<file path="src/rtl/core/itc_pkg.sv">
// Shared types and constants of the interval tick counter bank.
package itc_pkg;

	localparam int unsigned STEP_PER_SLOT_MS = 10;
	localparam int unsigned PHASE_PERIOD_MS  = 3600;
	localparam int unsigned SLOT_COUNT       = 360;

	localparam int unsigned INTERVAL_W = 12;
	localparam int unsigned PHASE_W    = 12;
	localparam int unsigned SLOT_W     = $clog2(SLOT_COUNT);
	localparam int unsigned REM_W      = $clog2(SLOT_COUNT + 1);
	localparam int unsigned SUBMS_W    = $clog2(STEP_PER_SLOT_MS + 1);
	localparam int unsigned COUNT_W    = 16;
	localparam int unsigned VALUE_W    = 32;

	// interval / STEP as (interval * RECIP_FACTOR) >> RECIP_SHIFT, low by at most one
	localparam int unsigned RECIP_SHIFT  = 16;
	localparam int unsigned RECIP_FACTOR = (1 << RECIP_SHIFT) / STEP_PER_SLOT_MS;
	localparam int unsigned PROD_W       = INTERVAL_W + RECIP_SHIFT + 1;
	localparam int unsigned MUL_W        = INTERVAL_W + 8;

	localparam logic [VALUE_W-1:0] TICK_LIMIT = 32'hFFFF_FBFF;
	localparam logic [COUNT_W-1:0] COUNT_MAX  = 16'hFFFF;

	typedef enum logic [1:0] {
		OP_TICK   = 2'd0,
		OP_ATTACH = 2'd1,
		OP_DETACH = 2'd2,
		OP_READ   = 2'd3
	} op_t;

	typedef struct packed {
		op_t               op;
		logic              slot_ok;
		logic [SLOT_W-1:0] slot;
	} cmd_t;

	typedef struct packed {
		logic [REM_W-1:0]   rem;
		logic [COUNT_W-1:0] subs;
		logic [VALUE_W-1:0] tick;
		logic [VALUE_W-1:0] roll;
	} entry_t;

	localparam int unsigned ENTRY_W = $bits(entry_t);

	typedef struct packed {
		logic push;
		logic full;
	} q_ctl_t;

	typedef enum logic [1:0] {
		BK_CLEAR,
		BK_IDLE,
		BK_OP,
		BK_WALK
	} bk_state_t;

endpackage

</file>
<file path="src/rtl/core/itc_fifo.sv">
// Two-entry command queue between the front and back ends.
module itc_fifo (
	input  logic           clk,
	input  logic           arst_n,
	input  logic           push,
	input  itc_pkg::cmd_t  push_cmd,
	input  logic           pop,
	output itc_pkg::cmd_t  head,
	output logic           empty,
	output logic           full
);
	import itc_pkg::*;

	cmd_t       slot_q [2];
	logic       wr_ptr_q;
	logic       rd_ptr_q;
	logic [1:0] cnt_q;

	assign head  = slot_q[rd_ptr_q];
	assign empty = (cnt_q == 2'd0);
	assign full  = (cnt_q == 2'd2);

	always_ff @(posedge clk) begin
		if (push) begin
			slot_q[wr_ptr_q] <= push_cmd;
		end
	end

	always_ff @(posedge clk or negedge arst_n) begin
		if (!arst_n) begin
			wr_ptr_q <= 1'b0;
			rd_ptr_q <= 1'b0;
			cnt_q    <= 2'd0;
		end else begin
			if (push) begin
				wr_ptr_q <= ~wr_ptr_q;
			end
			if (pop) begin
				rd_ptr_q <= ~rd_ptr_q;
			end
			cnt_q <= cnt_q + 2'(push) - 2'(pop);
		end
	end
endmodule

</file>
<file path="config.mk">
export PLATFORM = sky130hd
export DESIGN_NAME = itc_fifo
export DESIGN_NICKNAME = d
export VERILOG_FILES = /design/src/rtl/core/itc_pkg.sv /design/src/rtl/core/itc_fifo.sv
export SDC_FILE = /design/constraint.sdc
export NUM_CORES = 1
export LEC_CHECK = 0
export ABC_AREA = 1
export BUFFER_PORTS_ARGS = -buffer_cell sky130_fd_sc_hd__buf_2
export CAP_MARGIN = 30
export CORE_UTILIZATION = 35
export CTS_CLUSTER_DIAMETER = 150
export DETAILED_ROUTE_END_ITERATION = 6
export PLACE_DENSITY = 0.66
export SYNTH_ARGS = -nofsm -noshare
export SYNTH_HDL_FRONTEND = slang
export SYNTH_SLANG_ARGS = --single-unit
</file>
<file path="constraint.sdc">
create_clock -name clk -period 3.5 [get_ports clk]
set_input_delay 0.175 -clock clk [delete_from_list [all_inputs] [get_ports clk]]
set_output_delay 0.175 -clock clk [all_outputs]
set_load 0.02 [all_outputs]
</file>
======== Yosys cells after proc, flatten, opt, wreduce, memory -nomap -nowiden ========
Memory sizes are Yosys's and may differ from the RTL's.
Index checks and enable logic that the tools add are counted.
operators by class
  add/sub/neg operators ................... 2
  equal/unequal tests ..................... 1
  reductions and logical operators ........ 1
  bitwise logic cells ..................... 2
  mux-type cells .......................... 2
operators by type and width
  cell                                         count
  2-bit by 1-bit adder with 2-bit output       1
  2-bit equality test, second input constant   1
  2-bit zero test                              1
  1-bit 2-to-1 mux                             2
  1-bit NOT                                    2
  2-bit by 1-bit subtractor with 2-bit output  1
storage, ports and cells
  output and inout bits ................... 14
  memory bits (writable) .................. 24
  flip-flop bits (word level) ............. 4
  memories kept ........................... 1
  input port bits ......................... 16
memory list
  name    depth  bits a word  read ports  clocked after Yosys merged registers in  write ports  line            RTL
  slot_q  2      12           1           0                                        1            itc_fifo.sv:14  cmd_t slot_q [2];

======== Depth between registers and ports, before layout ========
  depth in word-level cells ............... 2
  depth in mapped cells ................... 7
  depth with buffers taken out ............ 7

======== Worst setup path after synthesis ========
No wires, ideal clock.
  path kind ............................... reg-to-reg
  start point ............................. reg wr_ptr_q
  end point ............................... mem slot_q[0][0] (netlist name), enable pin
  library setup time ...................... 380 ps
  path buffers ............................ 0
  clock period less this slack ............ 1319 ps
  required time ........................... 3120 ps
  stages on the path, launching flop included .. 2
  data arrival time ....................... 939 ps
  setup slack ............................. 2181 ps
  cell sequence ........................... dfrtp_1 -> nor2_1
RTL lines
  element                   line            RTL
  start: declaration        itc_fifo.sv:15  logic wr_ptr_q;
  start signal: assignment  itc_fifo.sv:36  wr_ptr_q <= ~wr_ptr_q;
  end: declaration          itc_fifo.sv:14
Straight into the memory's write port.

==> results.py <==
metrics = {
    "outcome": {
        "status": "completed",
    },
    "logic_synthesis": {
        "synthFlopType": "edfxtp_1",
        "yosysTopAreaCell": "edfxtp_1",
        "synth_top_area_share_pct": 65.23,
        "ys_types": 11,
        "syn_nets": 105,
        "yosysMostFrequentCell": "edfxtp_1",
        "ys_warn_count": 0,
        "ys_seq_area_share_pct": 74.29,
        "synth_area_per_cell_um2": 12.70,
        "synth_edf_count": 24,
        "yosys-top-cells-area": "edfxtp_1 65%, dfrtp_1 9.1%, inv_1 6.5%, nand2_1 6.1%, o21ai_0 5.0%",
        "async_reset_ff_share_pct": 14.29,
        "netlist_instances": 87,
        "ys_ff_latch": 28,
        "syn_area_um2": 1105,
        "ys_top_cells_by_count": "24 x edfxtp_1, 19 x inv_1, 18 x nand2_1",
    },
    "finish": {
        "nets": 139,
        "drive_above_1_share_pct": 28.33,
        "antenna_cells": 0,
        "area_growth_syn_to_layout_pct": 20.05,
        "final_cells": 164,
        "finish.utilization_pct": 43.80,
    },
    "drt": {
        "vias_per_cell": 4.262,
        "wl_per_cell_um": 10.53,
        "drc": 0,
        "route.vias.total": 699,
        "totalWireLength_um": 1727,
        "met2_length_um": 880,
        "dr.first_iter.drc_count": 25,
        "detail-route-antenna-nets": 0,
        "top_layer": "met4",
        "m1WireLength_um": 740,
        "dr.pass1.iters": 4,
        "dr_wl_met3_um": 92,
    },
    "setup_path": {
        "crit_fanout": 25,
        "reg2reg_depth": 2,
        "reg2reg_slack_ns": 2.14,
        "max_stage_delay_ns": 0.82,
        "start_kind": "flip-flop",
        "crit_slowest_cell": "dfrtp_1",
        "reg2reg_from": "wr_ptr_q",
        "crit_arrival_ns": 1.57,
        "cp_top_family": "flip-flops",
        "rr_endpoint": "slot_q[0][7]",
        "end_kind": "primary output",
        "worstSetupPathType": "reg2out",
        "worstPathCellList": "o21ai_0, buf_2",
        "critical_path_required_ns": 3.32,
        "crit_buf_inv": 1,
    },
    "flow_run": {
        "cap_viol_max_count": 0,
    },
    "power": {
        "total_power_uw": 990.0,
        "cellPowerDensity_nw_per_um2": 746.4,
        "power.static_leakage_uw": 0.0006062,
        "ir_drop_v": 0.0004056,
    },
    "floorplan": {
        "die_w_um": 58.19,
        "core-area_um2": 3028,
        "num_rows": 20,
        "initial_utilization_pct": 36.49,
        "die_y_um": 58.19,
        "boundaryPins": 30,
        "die_area_um2": 3385,
    },
    "hold_path": {
        "whs_endpoint": "slot_q[1][1]",
        "min_from": "push_cmd[1]",
        "whs_path_depth": 1,
        "worstHoldPathType": "in2reg",
    },
    "place": {
        "io_buffers": 29,
        "dpl.hpwl_um": 1271,
        "dp.cells": 158,
        "routabilityCongestion": 0.6253,
    },
    "clocking": {
        "postCtsResizedCells": 0,
        "cts_root_buffer": "clkbuf_4",
        "cts_made_buffers": 3,
        "cts_hold_buf": 1,
        "cts_max_level": 1,
        "clk_path_buf_depth": 2,
        "clk_latency_ns": 0.31,
        "clock_sinks": 28,
        "postCtsSetupBuffers": 0,
        "cts_tree": "built",
        "clk_pin_slew_ns": 0.14,
    },
    "timing": {
        "hold_viol_final": 0,
        "finClkSkew_ns": 0.006530,
        "fin_crit_sh_pct": 49.91,
        "fmax_ghz": 0.5725,
        "final.setup.tns_ns": 0,
        "setup_viol": 0,
        "rsz0062_at_grt": "no",
        "worst_pin_slew_ns": 0.6981,
        "drv_slew": 0,
        "period_needed_ns": 1.747,
        "slew_headroom_pct": 53.46,
    },
    "grt": {
        "grt_pass1_vias": 653,
        "gr-usage-all-layers_pct": 11.17,
        "antenna_found_initial": 0,
        "grt_max_degree": 26,
        "grt_remaining_overflow": 0,
        "grt_pass1_wl_um": 2766,
    },
}
==> cells in the final DEF (no fill, tap or decap) <==
cell type,Yosys,routed
ha_1,2,2
clkbuf_4,0,3
nand2_1,18,18
dfrtp_1,4,4
buf_2,0,29
nor2_1,3,3
buf_4,0,1
xor2_1,2,2
o21ai_0,11,11
clkinv_1,0,1
o21ai_2,1,1
dlygate4sd3_1,0,1
nand3_1,1,1
edfxtp_1,24,24
inv_1,19,19
==> logic make-up after synthesis <==
family          after synthesis  synth area share, %
fa+ha+maj                     2                2.265
simple gates                 22                7.587
xor+xnor                      2                1.586
flops                        28                74.29
buf+inv                      21                8.494
compound gates               12                5.776
==> per-layer routing <==
metal  GRT usage [%]  vias up
met3           3.348        2
met1           12.33      333
met5               0        -
met4           4.082        0
met2           20.20       19
li1                -      345
==> worst max path at each step <==
stage             start      endpoint  slack [ns]  cells past startpoint
6_report       rd_ptr_q       head[1]        1.75                      2
5_1_grt        rd_ptr_q       head[1]        1.57                      3
4_1_cts        rd_ptr_q       head[1]        1.72                      2
3_5_place_dp   wr_ptr_q  slot_q[0][9]        1.91                      1
3_3_place_gp   wr_ptr_q  slot_q[0][8]        1.99                      1
2_1_floorplan  wr_ptr_q  slot_q[0][0]        2.18                      1
==> stage by stage <==
stage               hold slack [ns]  area [um2]  setup WS, ns
floorplan                   -0.1206        1105         2.181
global placement           -0.01489        1282         1.994
detailed placement         -0.01322        1282         1.906
CTS                         0.03121        1319         1.721
global route                0.01202        1326         1.574
finish                      0.03926        1326         1.753
==> registers in the layout (all words and copies together), names as in the netlist <==
register / flops
wr_ptr_q: 1
slot_q: 24
cnt_q: 2
rd_ptr_q: 1
==> layout make-up <==
type | count | area (um2)
fillers | 284 | 1702
repair buffers | 31 | 162.7
clock inverters | 1 | 3.754
inverters | 19 | 71.32
multi-input cells | 38 | 190.2
clock buffers | 3 | 22.52
flip-flops and latches | 28 | 820.8
well taps | 44 | 55.05
==> where the power goes <==
group	leakage, uW	total, uW	switching, uW	internal, uW
combinational	0.000319	350	231	119
clock	0.0000154	128	86.2	41.7
sequential	0.000272	512	63.5	449
total	0.000606	990	381	609
Note: power is estimated with default switching activity, not from simulation.
