**src/rtl/core/itc_pkg.sv**
```systemverilog
// Shared types and constants of the interval tick counter bank.
package itc_pkg;

	localparam int unsigned STEP_PER_SLOT_MS = 10;
	localparam int unsigned PHASE_PERIOD_MS  = 3600;
	localparam int unsigned SLOT_COUNT       = 360;

	localparam int unsigned INTERVAL_W = 12;
	localparam int unsigned PHASE_W    = 12;
	localparam int unsigned SLOT_W     = $clog2(SLOT_COUNT);
	localparam int unsigned REM_W      = $clog2(SLOT_COUNT + 1);
	localparam int unsigned SUBMS_W    = $clog2(STEP_PER_SLOT_MS + 1);
	localparam int unsigned COUNT_W    = 16;
	localparam int unsigned VALUE_W    = 32;

	// interval / STEP as (interval * RECIP_FACTOR) >> RECIP_SHIFT, low by at most one
	localparam int unsigned RECIP_SHIFT  = 16;
	localparam int unsigned RECIP_FACTOR = (1 << RECIP_SHIFT) / STEP_PER_SLOT_MS;
	localparam int unsigned PROD_W       = INTERVAL_W + RECIP_SHIFT + 1;
	localparam int unsigned MUL_W        = INTERVAL_W + 8;

	localparam logic [VALUE_W-1:0] TICK_LIMIT = 32'hFFFF_FBFF;
	localparam logic [COUNT_W-1:0] COUNT_MAX  = 16'hFFFF;

	typedef enum logic [1:0] {
		OP_TICK   = 2'd0,
		OP_ATTACH = 2'd1,
		OP_DETACH = 2'd2,
		OP_READ   = 2'd3
	} op_t;

	typedef struct packed {
		op_t               op;
		logic              slot_ok;
		logic [SLOT_W-1:0] slot;
	} cmd_t;

	typedef struct packed {
		logic [REM_W-1:0]   rem;
		logic [COUNT_W-1:0] subs;
		logic [VALUE_W-1:0] tick;
		logic [VALUE_W-1:0] roll;
	} entry_t;

	localparam int unsigned ENTRY_W = $bits(entry_t);

	typedef struct packed {
		logic push;
		logic full;
	} q_ctl_t;

	typedef enum logic [1:0] {
		BK_CLEAR,
		BK_IDLE,
		BK_OP,
		BK_WALK
	} bk_state_t;

endpackage

```
**src/rtl/core/itc_if.sv**
```systemverilog
// Word channels of the interval tick counter bank.
interface itc_req_if;
	import itc_pkg::*;
	logic                  valid;
	logic                  ready;
	logic [1:0]            operation;
	logic [INTERVAL_W-1:0] interval_ms;
	modport source(output valid, operation, interval_ms, input ready);
	modport sink(input valid, operation, interval_ms, output ready);
endinterface


```
**src/rtl/core/itc_front.sv**
```systemverilog
// Front end: accepts words and maps the interval onto a slot index.
module itc_front (
	input  logic           clk,
	input  logic           arst_n,
	itc_req_if.sink        req,
	input  logic           clear_done,
	output itc_pkg::q_ctl_t q_ctl_push,
	input  logic           q_full,
	output itc_pkg::cmd_t  push_cmd
);
	import itc_pkg::*;

	logic                  busy_s1;
	op_t                   op_s1;
	logic [INTERVAL_W-1:0] ival_s1;
	logic [PROD_W-1:0]     prod_s1;
	logic [INTERVAL_W-1:0] q_est;
	logic [MUL_W-1:0]      r_est;
	logic [INTERVAL_W-1:0] quot;
	logic [MUL_W-1:0]      rem;
	logic                  push;

	assign push       = busy_s1 && !q_full;
	assign req.ready  = clear_done && (!busy_s1 || !q_full);
	assign q_ctl_push = '{push: push, full: q_full};

	// quotient estimate is exact or one low; a single correction fixes it
	always_comb begin
		q_est = prod_s1[RECIP_SHIFT +: INTERVAL_W];
		r_est = MUL_W'(ival_s1) - MUL_W'(q_est) * MUL_W'(STEP_PER_SLOT_MS);
		if (r_est >= MUL_W'(STEP_PER_SLOT_MS)) begin
			quot = q_est + INTERVAL_W'(1);
			rem  = r_est - MUL_W'(STEP_PER_SLOT_MS);
		end else begin
			quot = q_est;
			rem  = r_est;
		end
		push_cmd.op      = op_s1;
		push_cmd.slot_ok = (ival_s1 != '0) && (rem == '0)
			&& (quot <= INTERVAL_W'(SLOT_COUNT));
		push_cmd.slot    = SLOT_W'(quot - INTERVAL_W'(1));
	end

	always_ff @(posedge clk) begin
		if (req.valid && req.ready) begin
			op_s1   <= op_t'(req.operation);
			ival_s1 <= req.interval_ms;
			prod_s1 <= PROD_W'(req.interval_ms) * PROD_W'(RECIP_FACTOR);
		end
	end

	always_ff @(posedge clk or negedge arst_n) begin
		if (!arst_n) begin
			busy_s1 <= 1'b0;
		end else if (req.valid && req.ready) begin
			busy_s1 <= 1'b1;
		end else if (push) begin
			busy_s1 <= 1'b0;
		end
	end
endmodule

```
**src/flat_wrapper.sv**
```systemverilog
// flat-port wrapper written by rule: the top's interface ports become plain ports
module itc_front_flat import itc_pkg::*;
  (clk, arst_n, clear_done, q_ctl_push, q_full, push_cmd, req_valid, req_operation, req_interval_ms, req_ready);
  itc_req_if req_i ();
  input  logic clk;
  input  logic arst_n;
  input  logic clear_done;
  output itc_pkg::q_ctl_t q_ctl_push;
  input  logic q_full;
  output itc_pkg::cmd_t push_cmd;
  input wire logic [$bits(req_i.valid)-1:0] req_valid;
  input wire logic [$bits(req_i.operation)-1:0] req_operation;
  input wire logic [$bits(req_i.interval_ms)-1:0] req_interval_ms;
  output wire logic [$bits(req_i.ready)-1:0] req_ready;
  assign req_i.valid = req_valid;
  assign req_i.operation = req_operation;
  assign req_i.interval_ms = req_interval_ms;
  assign req_ready = req_i.ready;
  itc_front u_core (.clk(clk), .arst_n(arst_n), .req(req_i), .clear_done(clear_done), .q_ctl_push(q_ctl_push), .q_full(q_full), .push_cmd(push_cmd));
endmodule
```
**config.mk**
```make
export PLATFORM = sky130hd
export DESIGN_NAME = itc_front_flat
export DESIGN_NICKNAME = d
export VERILOG_FILES = /design/src/rtl/core/itc_pkg.sv /design/src/rtl/core/itc_if.sv /design/src/rtl/core/itc_front.sv /design/src/flat_wrapper.sv
export SDC_FILE = /design/constraint.sdc
export NUM_CORES = 1
export LEC_CHECK = 0
export BUFFER_PORTS_ARGS = -buffer_cell sky130_fd_sc_hd__buf_2
export CAP_MARGIN = 20
export CORE_UTILIZATION = 45
export DETAILED_ROUTE_END_ITERATION = 10
export GPL_ROUTABILITY_DRIVEN = 0
export PLACE_DENSITY_LB_ADDON = 0.15
export SLEW_MARGIN = 0
export SYNTH_ARGS = -nofsm -noshare
export SYNTH_HDL_FRONTEND = slang
export SYNTH_SLANG_ARGS = --single-unit
export TNS_END_PERCENT = 10
```
**constraint.sdc**
```tcl
create_clock -name clk -period 12.6 [get_ports clk]
set_input_delay 1.26 -clock clk [delete_from_list [all_inputs] [get_ports clk]]
set_output_delay 1.26 -clock clk [all_outputs]
set_load 0.01 [all_outputs]
```
---- After elaboration in Yosys (flattened, before gate mapping) ----
Index checks and enable logic that the tools add are counted.
storage, ports and cells
  flip-flop bits (word level) ............. 40
  output and inout port bits .............. 15
  word-level logic and storage cells ...... 27
operators by class
  $add $sub $neg .......................... 4
  multipliers ............................. 2
  order comparisons ....................... 2
  mux-type cells .......................... 4
  reduce and logical (&&, ||, !) cells .... 11
operator list
  cell                                                                                  number
  12-bit by 13-bit multiplier with 25-bit output, second input constant                 1
  20-bit by 4-bit greater-or-equal comparator with 1-bit output, second input constant  1
  20-bit zero test                                                                      1
  20-bit 2-to-1 mux                                                                     1
  20-bit by 4-bit subtractor with 20-bit output, second input constant                  1
  12-bit by 16-bit subtractor with 17-bit output                                        1
  9-bit by 3-bit multiplier with 12-bit output, second input constant                   1
  12-bit nonzero test                                                                   1
  9-bit by 1-bit adder with 10-bit output, second input constant                        1
  10-bit by 9-bit <= comparator with 1-bit output, second input constant                1
  10-bit 2-to-1 mux                                                                     1
  9-bit by 1-bit subtractor with 9-bit output, second input constant                    1
  1-bit logical AND                                                                     5
  1-bit zero test                                                                       2
  1-bit 2-to-1 mux                                                                      2
  2-bit nonzero test                                                                    1
  1-bit logical OR                                                                      1

---- Depth between registers and ports, before layout ----
Gate-level depths: netlist of run 1.
  word-level depth ........................ 7
  depth in mapped cells ................... 21
  depth with buffers taken out ............ 21

---- Worst setup path before layout of run 1 ----
OpenSTA, ideal clock, no wires.
  path type ............................... register -> output
  start ................................... register u_core.prod_s1[17]
  end ..................................... output port push_cmd[9] (netlist name)
  data arrival time ....................... 5274 ps
  data required time ...................... 11340 ps
  setup slack ............................. 6066 ps
  cell stages (with the launch flop) ...... 17
  path buffers ............................ 0
  cells stage by stage .................... edfxtp_1 > ha_1 > ha_1 > fa_1 > xnor2_1 > ha_1 > o21a_1 > o21a_1 > a2111o_1 > a211o_1 > a211o_2 > nor3_4 > xor2_1 > ha_1 > or2b_1 > or4b_1 > a221oi_2
RTL lines
  what                    RTL line            RTL
  start, declared         itc_front.sv:16     logic [PROD_W-1:0] prod_s1;
  start signal, assigned  itc_front.sv:48     prod_s1 <= PROD_W'(req.interval_ms) * PROD_W'(RECIP_FACTOR);
  end, declared           flat_wrapper.sv:10  output itc_pkg::cmd_t push_cmd;

==> results of run 1 <==
==> layout make-up <==
type / count / area, um2
Fill cell: 966 / 4900
Multi-Input combinational cell: 375 / 3510
Sequential cell: 24 / 716
Inverter: 83 / 312
Tap cell: 133 / 166
Timing Repair Buffer: 33 / 165
Clock buffer: 4 / 45.0
==> registers in the layout, indices dropped and copies added (netlist names) <==
signal and flops:
u_core.prod_s1 9, u_core.ival_s1 12, u_core.busy_s1 1, u_core.op_s1 2
==> tightest hold or removal path: stages (launching register included) <==
cell and delay, ns:
dfrtp_1 0.34, nand2_1 0.07, nand2_1 0.05
==> power by group through the flow <==
| stage | registers (mW) | clock network [mW] | logic (mW) |
|---|---|---|---|
| after floorplan | 0.125 | 0 | 0.888 |
| after global placement | 0.139 | 0 | 1.10 |
| after detailed placement | 0.140 | 0 | 1.11 |
| after CTS | 0.138 | 0.0455 | 1.12 |
| after global routing | 0.142 | 0.0487 | 1.27 |
| final | 0.139 | 0.0445 | 1.12 |
==> per-layer routing <==
layer,GRT usage [%],wire length [um]
met3,0.678,156
met1,25.0,4420
met5,0,0
met4,4.44,99
met2,34.6,4620
==> cell usage in the layout, fill, tap and decap left out, types with 3 or more instances in the layout <==
| master | count |
|---|---|
| fa_1 | 34 |
| and3_1 | 4 |
| a211oi_1 | 3 |
| inv_1 | 83 |
| o21a_1 | 10 |
| clkbuf_8 | 3 |
| nor3_1 | 7 |
| a21o_1 | 3 |
| ha_1 | 96 |
| or2_2 | 3 |
| a21oi_1 | 18 |
| mux2i_1 | 6 |
| nand3_1 | 12 |
| xnor2_1 | 24 |
| nand2_1 | 21 |
| o21bai_1 | 4 |
| nand4_1 | 3 |
| o21ai_0 | 15 |
| buf_2 | 33 |
| nor2_1 | 28 |
| xor2_1 | 16 |
| a31oi_1 | 5 |
| and2_1 | 4 |
| nor4_1 | 5 |
| nand2b_1 | 4 |
| o31a_1 | 3 |
| edfxtp_1 | 23 |
==> worst min path at each step <==
stage,startpoint,end,slack (ns),cells after the start
6_report,u_core.busy_s1$_DFFE_PN0P_,u_core.busy_s1$_DFFE_PN0P_,0.48,2
5_1_grt,u_core.busy_s1$_DFFE_PN0P_,u_core.busy_s1$_DFFE_PN0P_,0.56,2
4_1_cts,u_core.busy_s1$_DFFE_PN0P_,u_core.busy_s1$_DFFE_PN0P_,0.49,2
3_5_place_dp,u_core.busy_s1$_DFFE_PN0P_,u_core.busy_s1$_DFFE_PN0P_,0.47,2
3_3_place_gp,u_core.busy_s1$_DFFE_PN0P_,u_core.busy_s1$_DFFE_PN0P_,0.46,2
2_1_floorplan,u_core.busy_s1$_DFFE_PN0P_,u_core.busy_s1$_DFFE_PN0P_,0.45,2
==> cell families after synthesis <==
| family | after synthesis | synth area share, % |
|---|---|---|
| adder cells (fa/ha/maj) | 130 | 41.2 |
| AND/OR/NAND/NOR | 109 | 12.5 |
| AO/OA/AOI/OAI | 89 | 13.9 |
| multiplexers | 7 | 1.56 |
| flip-flops | 24 | 15.7 |
| buffers and inverters | 89 | 7.48 |
| XOR/XNOR | 40 | 7.67 |
==> flow_summary.toml, run 1 <==
[cells_and_area]
antennaDiodeCount = 0
nets = 669
area_delta_synth_final_pct = 7.59
design_area_mm2 = 0.00491
fin_util_pct = 50.1
stdcell_count = 652
drive_gt1_share_pct = 9.44

[worst_setup_path]
path_max_fanout = 9
cp-startpoint = "u_core.prod_s1[19]$_DFFE_PP_"
r2r_slack_ns = 10.95
critical-path-top-delay-family = "compound AO/OA/AOI/OAI gates"
crit_top_cell = "ha_1"
ff2ff_path_depth = 4
reg2reg_from = "u_core.busy_s1$_DFFE_PN0P_"
critPathLaunchType = "flop"
cp-end-kind = "output port"
path_buf_inv = 1
rr_endpoint = "u_core.ival_s1[11]$_DFFE_PP_"
cp_num_cells = 17
path_class = "flop to output port"
cp_data_arrival_time_ns = 6.00
required_ns = 11.34
max_stage_delay_ns = 0.55
endpoint = "push_cmd[9]"
worstPathCellList = "ha_1, ha_1, fa_1, a211oi_1, o21ai_0, ha_1, o21a_1, a2111o_1, a211o_1, a211o_2, nor3_4, xor2_1, ha_1, or2b_1, or4b_1, a221oi_2, buf_2"
critPathSlowestCell = "edfxtp_1"

[clock_tree]
cts_buffers = 3
cts.reportedPaths.clkPinSlew_ns = 0.08
cts_tree = "built"
hold_buffers = 0
cts_root_buffer = "clkbuf_8"
cts_setup_buffers = 0
cts_sinks = 24
ctsResizeCount = 0
h-tree-depth = 1
clk_latency_ns = 0.26
cts_buffer_depth = 2

[routing]
wl_per_cell_um = 14.3
firstDrtPassIters = 4
vias = 3489
routed_wirelength_um = 9290
ant_nets = 0
drcViolationCount = 0
via_per_inst = 5.35
drt_iter0_markers = 104

[floorplanning]
ios = 34
row_count = 36
dieArea_mm2 = 0.0106
coreArea_mm2 = 0.00982
dieWidth_um = 103
start_util_pct = 46.5
die_y_um = 103

[grt]
grt_overflow = 0
grt_antenna_before_repair = 0
grt_use_total_pct = 19.0
grt_max_degree = 24
grt_pass1_vias = 3431
grt_pass1_wl_um = 15800

[sta]
final.setup.tns_ns = 0
max_slew_margin_pct = 43.8
drv_slew = 0
rsz0062_at_grt = "no"
fin_hold_ws_ns = 0.485
layout_min_cycle_time_ns = 7.26
finClkSkew_ns = 0.00776
fmax_mhz = 138
setup_ws_ns = 5.34
setup_viol = 0
fin_crit_sh_pct = 57.6
hold_viol = 0
tightestPinTransition_ns = 0.843

[synth]
synth_area_mm2 = 0.00457
yosysTopAreaCellShare_pct = 26.3
synth_top_area_cell = "ha_1"
ys_top_cells_by_area = "ha_1 (26%), edfxtp_1 (15%), fa_1 (15%)"
yosys.cell_count.top_type = "ha_1"
synth.avg_cell_area_um2 = 9.36
synth_edf_count = 23
synth_common_cells = "ha_1 (96), inv_1 (83), fa_1 (34)"
syn_inst = 488
synth_cell_types = 66
yosys_warnings = 0
synthFlopType = "edfxtp_1"
synth-seq-cells = 24
synthArstFlopShare_pct = 4.17
synthesis.nets = 637
seq_area_frac_synth_pct = 15.7

[pwr]
p_leak_nw = 2.39
p_seq_share_pct = 10.6
p_per_area_mw_per_mm2 = 266
p_sw_mw = 0.689
vdd_drop_max_v = 0.000143
switching_share_pct = 52.7
power_frac_clock_pct = 3.4
p_int_mw = 0.618
total_power_mw = 1.31
combPwrFrac_pct = 86.0

[placed_design]
placed_area_mm2 = 0.00487
place_ws_ns = 5.68
port_buffers = 33
dpl.hpwl_um = 8070
place_inst = 648

[job]
maxCapViolCount = 0

[run_status]
outcome = "completed"

[min_path]
min_path_type = "flop to flop"
Note: power is estimated with default switching activity, not from simulation.
==> inputs of run 2 (changes only) <==
==> constraint.sdc (replaced) <==
create_clock -name clk -period 6.05 [get_ports clk]
set_input_delay 0.605 -clock clk [delete_from_list [all_inputs] [get_ports clk]]
set_output_delay 0.605 -clock clk [all_outputs]
set_load 0.01 [all_outputs]
==> flow_summary.toml, run 2 (synthesized netlist as in run 1, its figures left out) <==
[clock_tree]
clk_latency_ns = 0.26
cts_buffers = 3
cts_tree = "built"
cts_buffer_depth = 2
cts_root_buffer = "clkbuf_8"
cts.reportedPaths.clkPinSlew_ns = 0.08
h-tree-depth = 1
cts_sinks = 24

[cells_and_area]
top_register = "u_core.ival_s1"
nets = 693
antennaDiodeCount = 0
fin_util_pct = 53.1
reg_top3 = "u_core.ival_s1 x12, u_core.prod_s1 x9, u_core.op_s1 x2"
area_delta_synth_final_pct = 14.2
most-common-layout-cells = "ha_1 (91), inv_1 (83), fa_1 (33), buf_2 (33), nor2_1 (27)"
layout_commonest_cell = "ha_1"
drive_gt1_share_pct = 16.6
largest_reg_flops = 12
design_area_mm2 = 0.00522

[sta]
tightestPinTransition_ns = 0.789
max_slew_margin_pct = 47.4
layout_min_cycle_time_ns = 5.95
fin_crit_sh_pct = 98.4
hold_viol = 0
fmax_mhz = 168
drv_slew = 0
setup_viol = 0
finClkSkew_ns = 0.000964
rsz0062_at_grt = "yes"

[routing]
wl_per_cell_um = 14.1
via_per_inst = 5.24
routed_wirelength_um = 9520
drt_iter0_markers = 93
drcViolationCount = 0
firstDrtPassIters = 4
ant_nets = 0
vias = 3540

[placed_design]
port_buffers = 33
placed_area_mm2 = 0.00497
dpl.hpwl_um = 8300

[grt]
grt_use_total_pct = 19.5
grt_pass1_vias = 3559
grt_max_degree = 24
grt_pass1_wl_um = 16100
grt_antenna_before_repair = 0
grt_overflow = 0

[pwr]
total_power_mw = 3.02
vdd_drop_max_v = 0.000329
p_per_area_mw_per_mm2 = 580
p_leak_nw = 2.53

[floorplanning]
die_y_um = 103
dieArea_mm2 = 0.0106
coreArea_mm2 = 0.00982
ios = 34
start_util_pct = 46.5
row_count = 36
dieWidth_um = 103

[min_path]
min_path_type = "input pin to async pin"

[worst_setup_path]
cp-end-kind = "output port"
r2r_slack_ns = 4.44
path_max_fanout = 4
cp_data_arrival_time_ns = 5.35
path_class = "flop to output port"
critPathLaunchType = "flop"
required_ns = 5.44

[run_status]
outcome = "completed"

[job]
maxCapViolCount = 0
[run 2: cell types whose count changed in the layout (fill, tap and decap cells not counted), sizes merged]
| cell | delta |
|---|---|
| clkbuf | -1 |
| buf | +24 |
| bufinv | +1 |
[run 2: metal layers]
layer | routed length (um) | vias to the layer above | GRT usage, % | share of wire, %
li1 | - | 1807 | - | -
met1 | 4340 | 1685 | 24.1 | 46
met2 | 4930 | 40 | 37.4 | 52
met3 | 132 | 8 | 0.610 | 1.4
met4 | 115 | 0 | 4.33 | 1.2
met5 | 0 | - | 0 | 0
[run 2: timing repair]
item | in CTS | in global routing
gates cloned | 0 | 0
gates resized for setup | 12 | 8
setup endpoints to repair | 2 | 2
setup buffers | 8 | 3
pin swaps | 13 | 7
hold buffers | 0 | 0
[run 2: worst paths after layout]
kind                       cells after the start                    startpoint                    endpoint
hold / removal                                 1                        arst_n  u_core.busy_s1$_DFFE_PN0P_
min in group clk                               2    u_core.busy_s1$_DFFE_PN0P_  u_core.busy_s1$_DFFE_PN0P_
setup reg to reg                               4    u_core.busy_s1$_DFFE_PN0P_   u_core.op_s1[1]$_DFFE_PP_
setup / recovery                              18  u_core.prod_s1[19]$_DFFE_PP_                 push_cmd[9]
hold reg to reg                                2    u_core.busy_s1$_DFFE_PN0P_  u_core.busy_s1$_DFFE_PN0P_
max in group asynchronous                      1                        arst_n  u_core.busy_s1$_DFFE_PN0P_
[run 2: metrics by stage]
step,setup slack [ns],std cells,hold slack [ns],setup TNS [ns]
2_1_floorplan,0.171,488,0.309,0
6_report,0.0990,676,0.102,0
4_1_cts,0.0118,673,0.0951,0
5_1_grt,-0.0981,676,0.0914,-0.190
3_3_place_gp,0.161,661,0.380,0
3_5_place_dp,0.0413,661,0.380,0
[run 2: report_power, final]
group | switching (mW) | leakage (nW) | internal (mW)
Sequential | 0.0180 | 0.227 | 0.235
Combinational | 1.43 | 2.27 | 1.21
Clock | 0.0461 | 0.0357 | 0.0883
Total | 1.49 | 2.53 | 1.53
[run 2: worst max-delay path: stages, from the launching register on]
cell and delay (ns):
edfxtp_1 0.40, ha_1 0.32, ha_2 0.19, fa_2 0.38
buf_6 0.14, xnor2_2 0.12, ha_1 0.30, o21a_1 0.18
o21a_1 0.19, a2111o_1 0.41, a211o_1 0.30, a211o_4 0.35
nor3_4 0.20, mux2i_1 0.25, ha_2 0.20, or2b_1 0.24
or4b_4 0.52, a221oi_2 0.24, buf_2 0.16
[run 2: area by class of cell]
class / instances / area [um2]
multi-input combinational: 375 / 3600
inverter: 83 / 312
sequential: 24 / 716
fill: 966 / 4600
tap: 133 / 166
timing repair buffer: 57 / 349
clock inverter: 1 / 30.0
clock buffer: 3 / 41.3
==> inputs of run 3 (changes only) <==
--- a/config.mk
+++ b/config.mk
@@ -7,9 +7,10 @@
 export LEC_CHECK = 0
 export BUFFER_PORTS_ARGS = -buffer_cell sky130_fd_sc_hd__buf_2
 export CAP_MARGIN = 20
-export CORE_UTILIZATION = 45
+export CORE_UTILIZATION = 50
 export DETAILED_ROUTE_END_ITERATION = 10
 export GPL_ROUTABILITY_DRIVEN = 0
+export MAX_ROUTING_LAYER = met4
 export PLACE_DENSITY_LB_ADDON = 0.15
 export SLEW_MARGIN = 0
 export SYNTH_ARGS = -nofsm -noshare
==> flow_summary.toml, run 3 (synthesized netlist as in run 1, its figures left out) <==
[cells_and_area]
largest_reg_flops = 12
nets = 700
layout_commonest_cell = "ha_1"
area_delta_synth_final_pct = 15.4
reg_top3 = "u_core.ival_s1 x12, u_core.prod_s1 x9, u_core.op_s1 x2"
n_fill_cell = 780
antennaDiodeCount = 0
drive_gt1_share_pct = 18.2
top_register = "u_core.ival_s1"
design_area_mm2 = 0.00527
most-common-layout-cells = "ha_1 (87), inv_1 (83), fa_1 (33), buf_2 (33), buf_4 (30)"

[floorplanning]
start_util_pct = 52.1
die_y_um = 97.6
row_count = 34
coreArea_mm2 = 0.00876
dieArea_mm2 = 0.00952
ios = 34
dieWidth_um = 97.6

[clock_tree]
cts_buffers = 3
cts_sinks = 24
cts_tree = "built"
cts.reportedPaths.clkPinSlew_ns = 0.07
hold_buffers = 0
h-tree-depth = 1
cts_buffer_depth = 2
clk_latency_ns = 0.25
cts_root_buffer = "clkbuf_8"

[grt]
grt_pass1_wl_um = 16600
grt_pass1_vias = 3713
grt_use_total_pct = 22.1
grt_overflow = 0
grt_antenna_before_repair = 0
grt_max_degree = 24

[worst_setup_path]
required_ns = 5.44
path_class = "flop to output port"
cp-end-kind = "output port"
path_max_fanout = 4
cp_data_arrival_time_ns = 5.32
critPathLaunchType = "flop"

[routing]
drcViolationCount = 0
ant_nets = 0
wl_per_cell_um = 15.1
firstDrtPassIters = 4
vias = 3685
via_per_inst = 5.60
routed_wirelength_um = 9930
drt_iter0_markers = 96

[sta]
layout_min_cycle_time_ns = 5.93
rsz0062_at_grt = "yes"
fin_crit_sh_pct = 98.0
drv_slew = 0
setup_viol = 0
final.setup.tns_ns = 0
tightestPinTransition_ns = 0.776
hold_viol = 0
max_slew_margin_pct = 48.2
finClkSkew_ns = 0.00511
fmax_mhz = 169

[placed_design]
dpl.hpwl_um = 8310
port_buffers = 33
placed_area_mm2 = 0.00494

[pwr]
p_leak_nw = 2.56
p_per_area_mw_per_mm2 = 586
total_power_mw = 3.09
vdd_drop_max_v = 0.000289

[job]
maxCapViolCount = 0

[run_status]
outcome = "completed"

[min_path]
min_path_type = "input pin to async pin"
run 3: metal layers:
metal	up-vias	GRT usage [%]	routed length [um]
met5	-	-	0
met4	0	5.88	178
met3	16	0.432	149
met2	52	41.1	5240
met1	1785	26.2	4370
li1	1832	-	-
run 3: worst max-delay path, cell delays in order, from the launching register on:
cell and delay (ns):
edfxtp_1 0.44, ha_4 0.27, ha_4 0.16, fa_2 0.38
a211oi_2 0.26, buf_4 0.16, o21ai_2 0.05, ha_1 0.31
o21a_1 0.13, a2111o_1 0.40, a211o_1 0.34, a211o_4 0.36
nor3_4 0.21, mux2i_1 0.25, ha_2 0.20, or2b_1 0.23
or4b_4 0.49, a221oi_2 0.26, buf_2 0.16
run 3: area by class of cell:
| type | instances | area [um2] | area share [%] |
|---|---|---|---|
| inverter | 83 | 312 | 5.91 |
| sequential | 24 | 716 | 13.6 |
| tap | 108 | 135 | 2.56 |
| clock buffer | 4 | 45.0 | 0.854 |
| timing repair buffer | 64 | 402 | 7.62 |
| multi-input combinational | 375 | 3660 | 69.5 |
run 3: path summary, 6_finish.rpt:
path	depth (start not counted)	end	slack, ns	from
worst max register to register	4	u_core.ival_s1[10]$_DFFE_PP_	4.45	u_core.busy_s1$_DFFE_PN0P_
worst min-delay path	1	u_core.busy_s1$_DFFE_PN0P_	0.11	arst_n
max in group asynchronous	1	u_core.busy_s1$_DFFE_PN0P_	5.85	arst_n
worst max-delay path	18	push_cmd[9]	0.12	u_core.prod_s1[17]$_DFFE_PP_
min in group clk	2	u_core.busy_s1$_DFFE_PN0P_	0.49	u_core.busy_s1$_DFFE_PN0P_
worst min register to register	2	u_core.busy_s1$_DFFE_PN0P_	0.49	u_core.busy_s1$_DFFE_PN0P_
run 3: where the power goes:
| part | internal (mW) | switching [mW] | leakage (nW) |
|---|---|---|---|
| registers | 0.235 | 0.0238 | 0.227 |
| clock network | 0.0467 | 0.0410 | 0.0228 |
| logic | 1.26 | 1.48 | 2.31 |
run 3: what timing repair did:
item | CTS | global route
setup buffers | 9 | 9
resized for setup | 12 | 14
setup endpoints to repair | 2 | 2
pin swaps | 13 | 21
hold endpoints to repair | 0 | 0
run 3: stage by stage:
step                      utilization [%]  std cells  setup slack [ns]  hold WS [ns]
after global placement               56.3        636             0.183         0.381
after detailed placement             56.3        636            0.0270         0.382
after global routing                 60.2        658            -0.152         0.105
final                                60.2        658             0.123         0.114
after floorplan                         -        488             0.171         0.309
after CTS                            58.4        649            0.0121         0.109
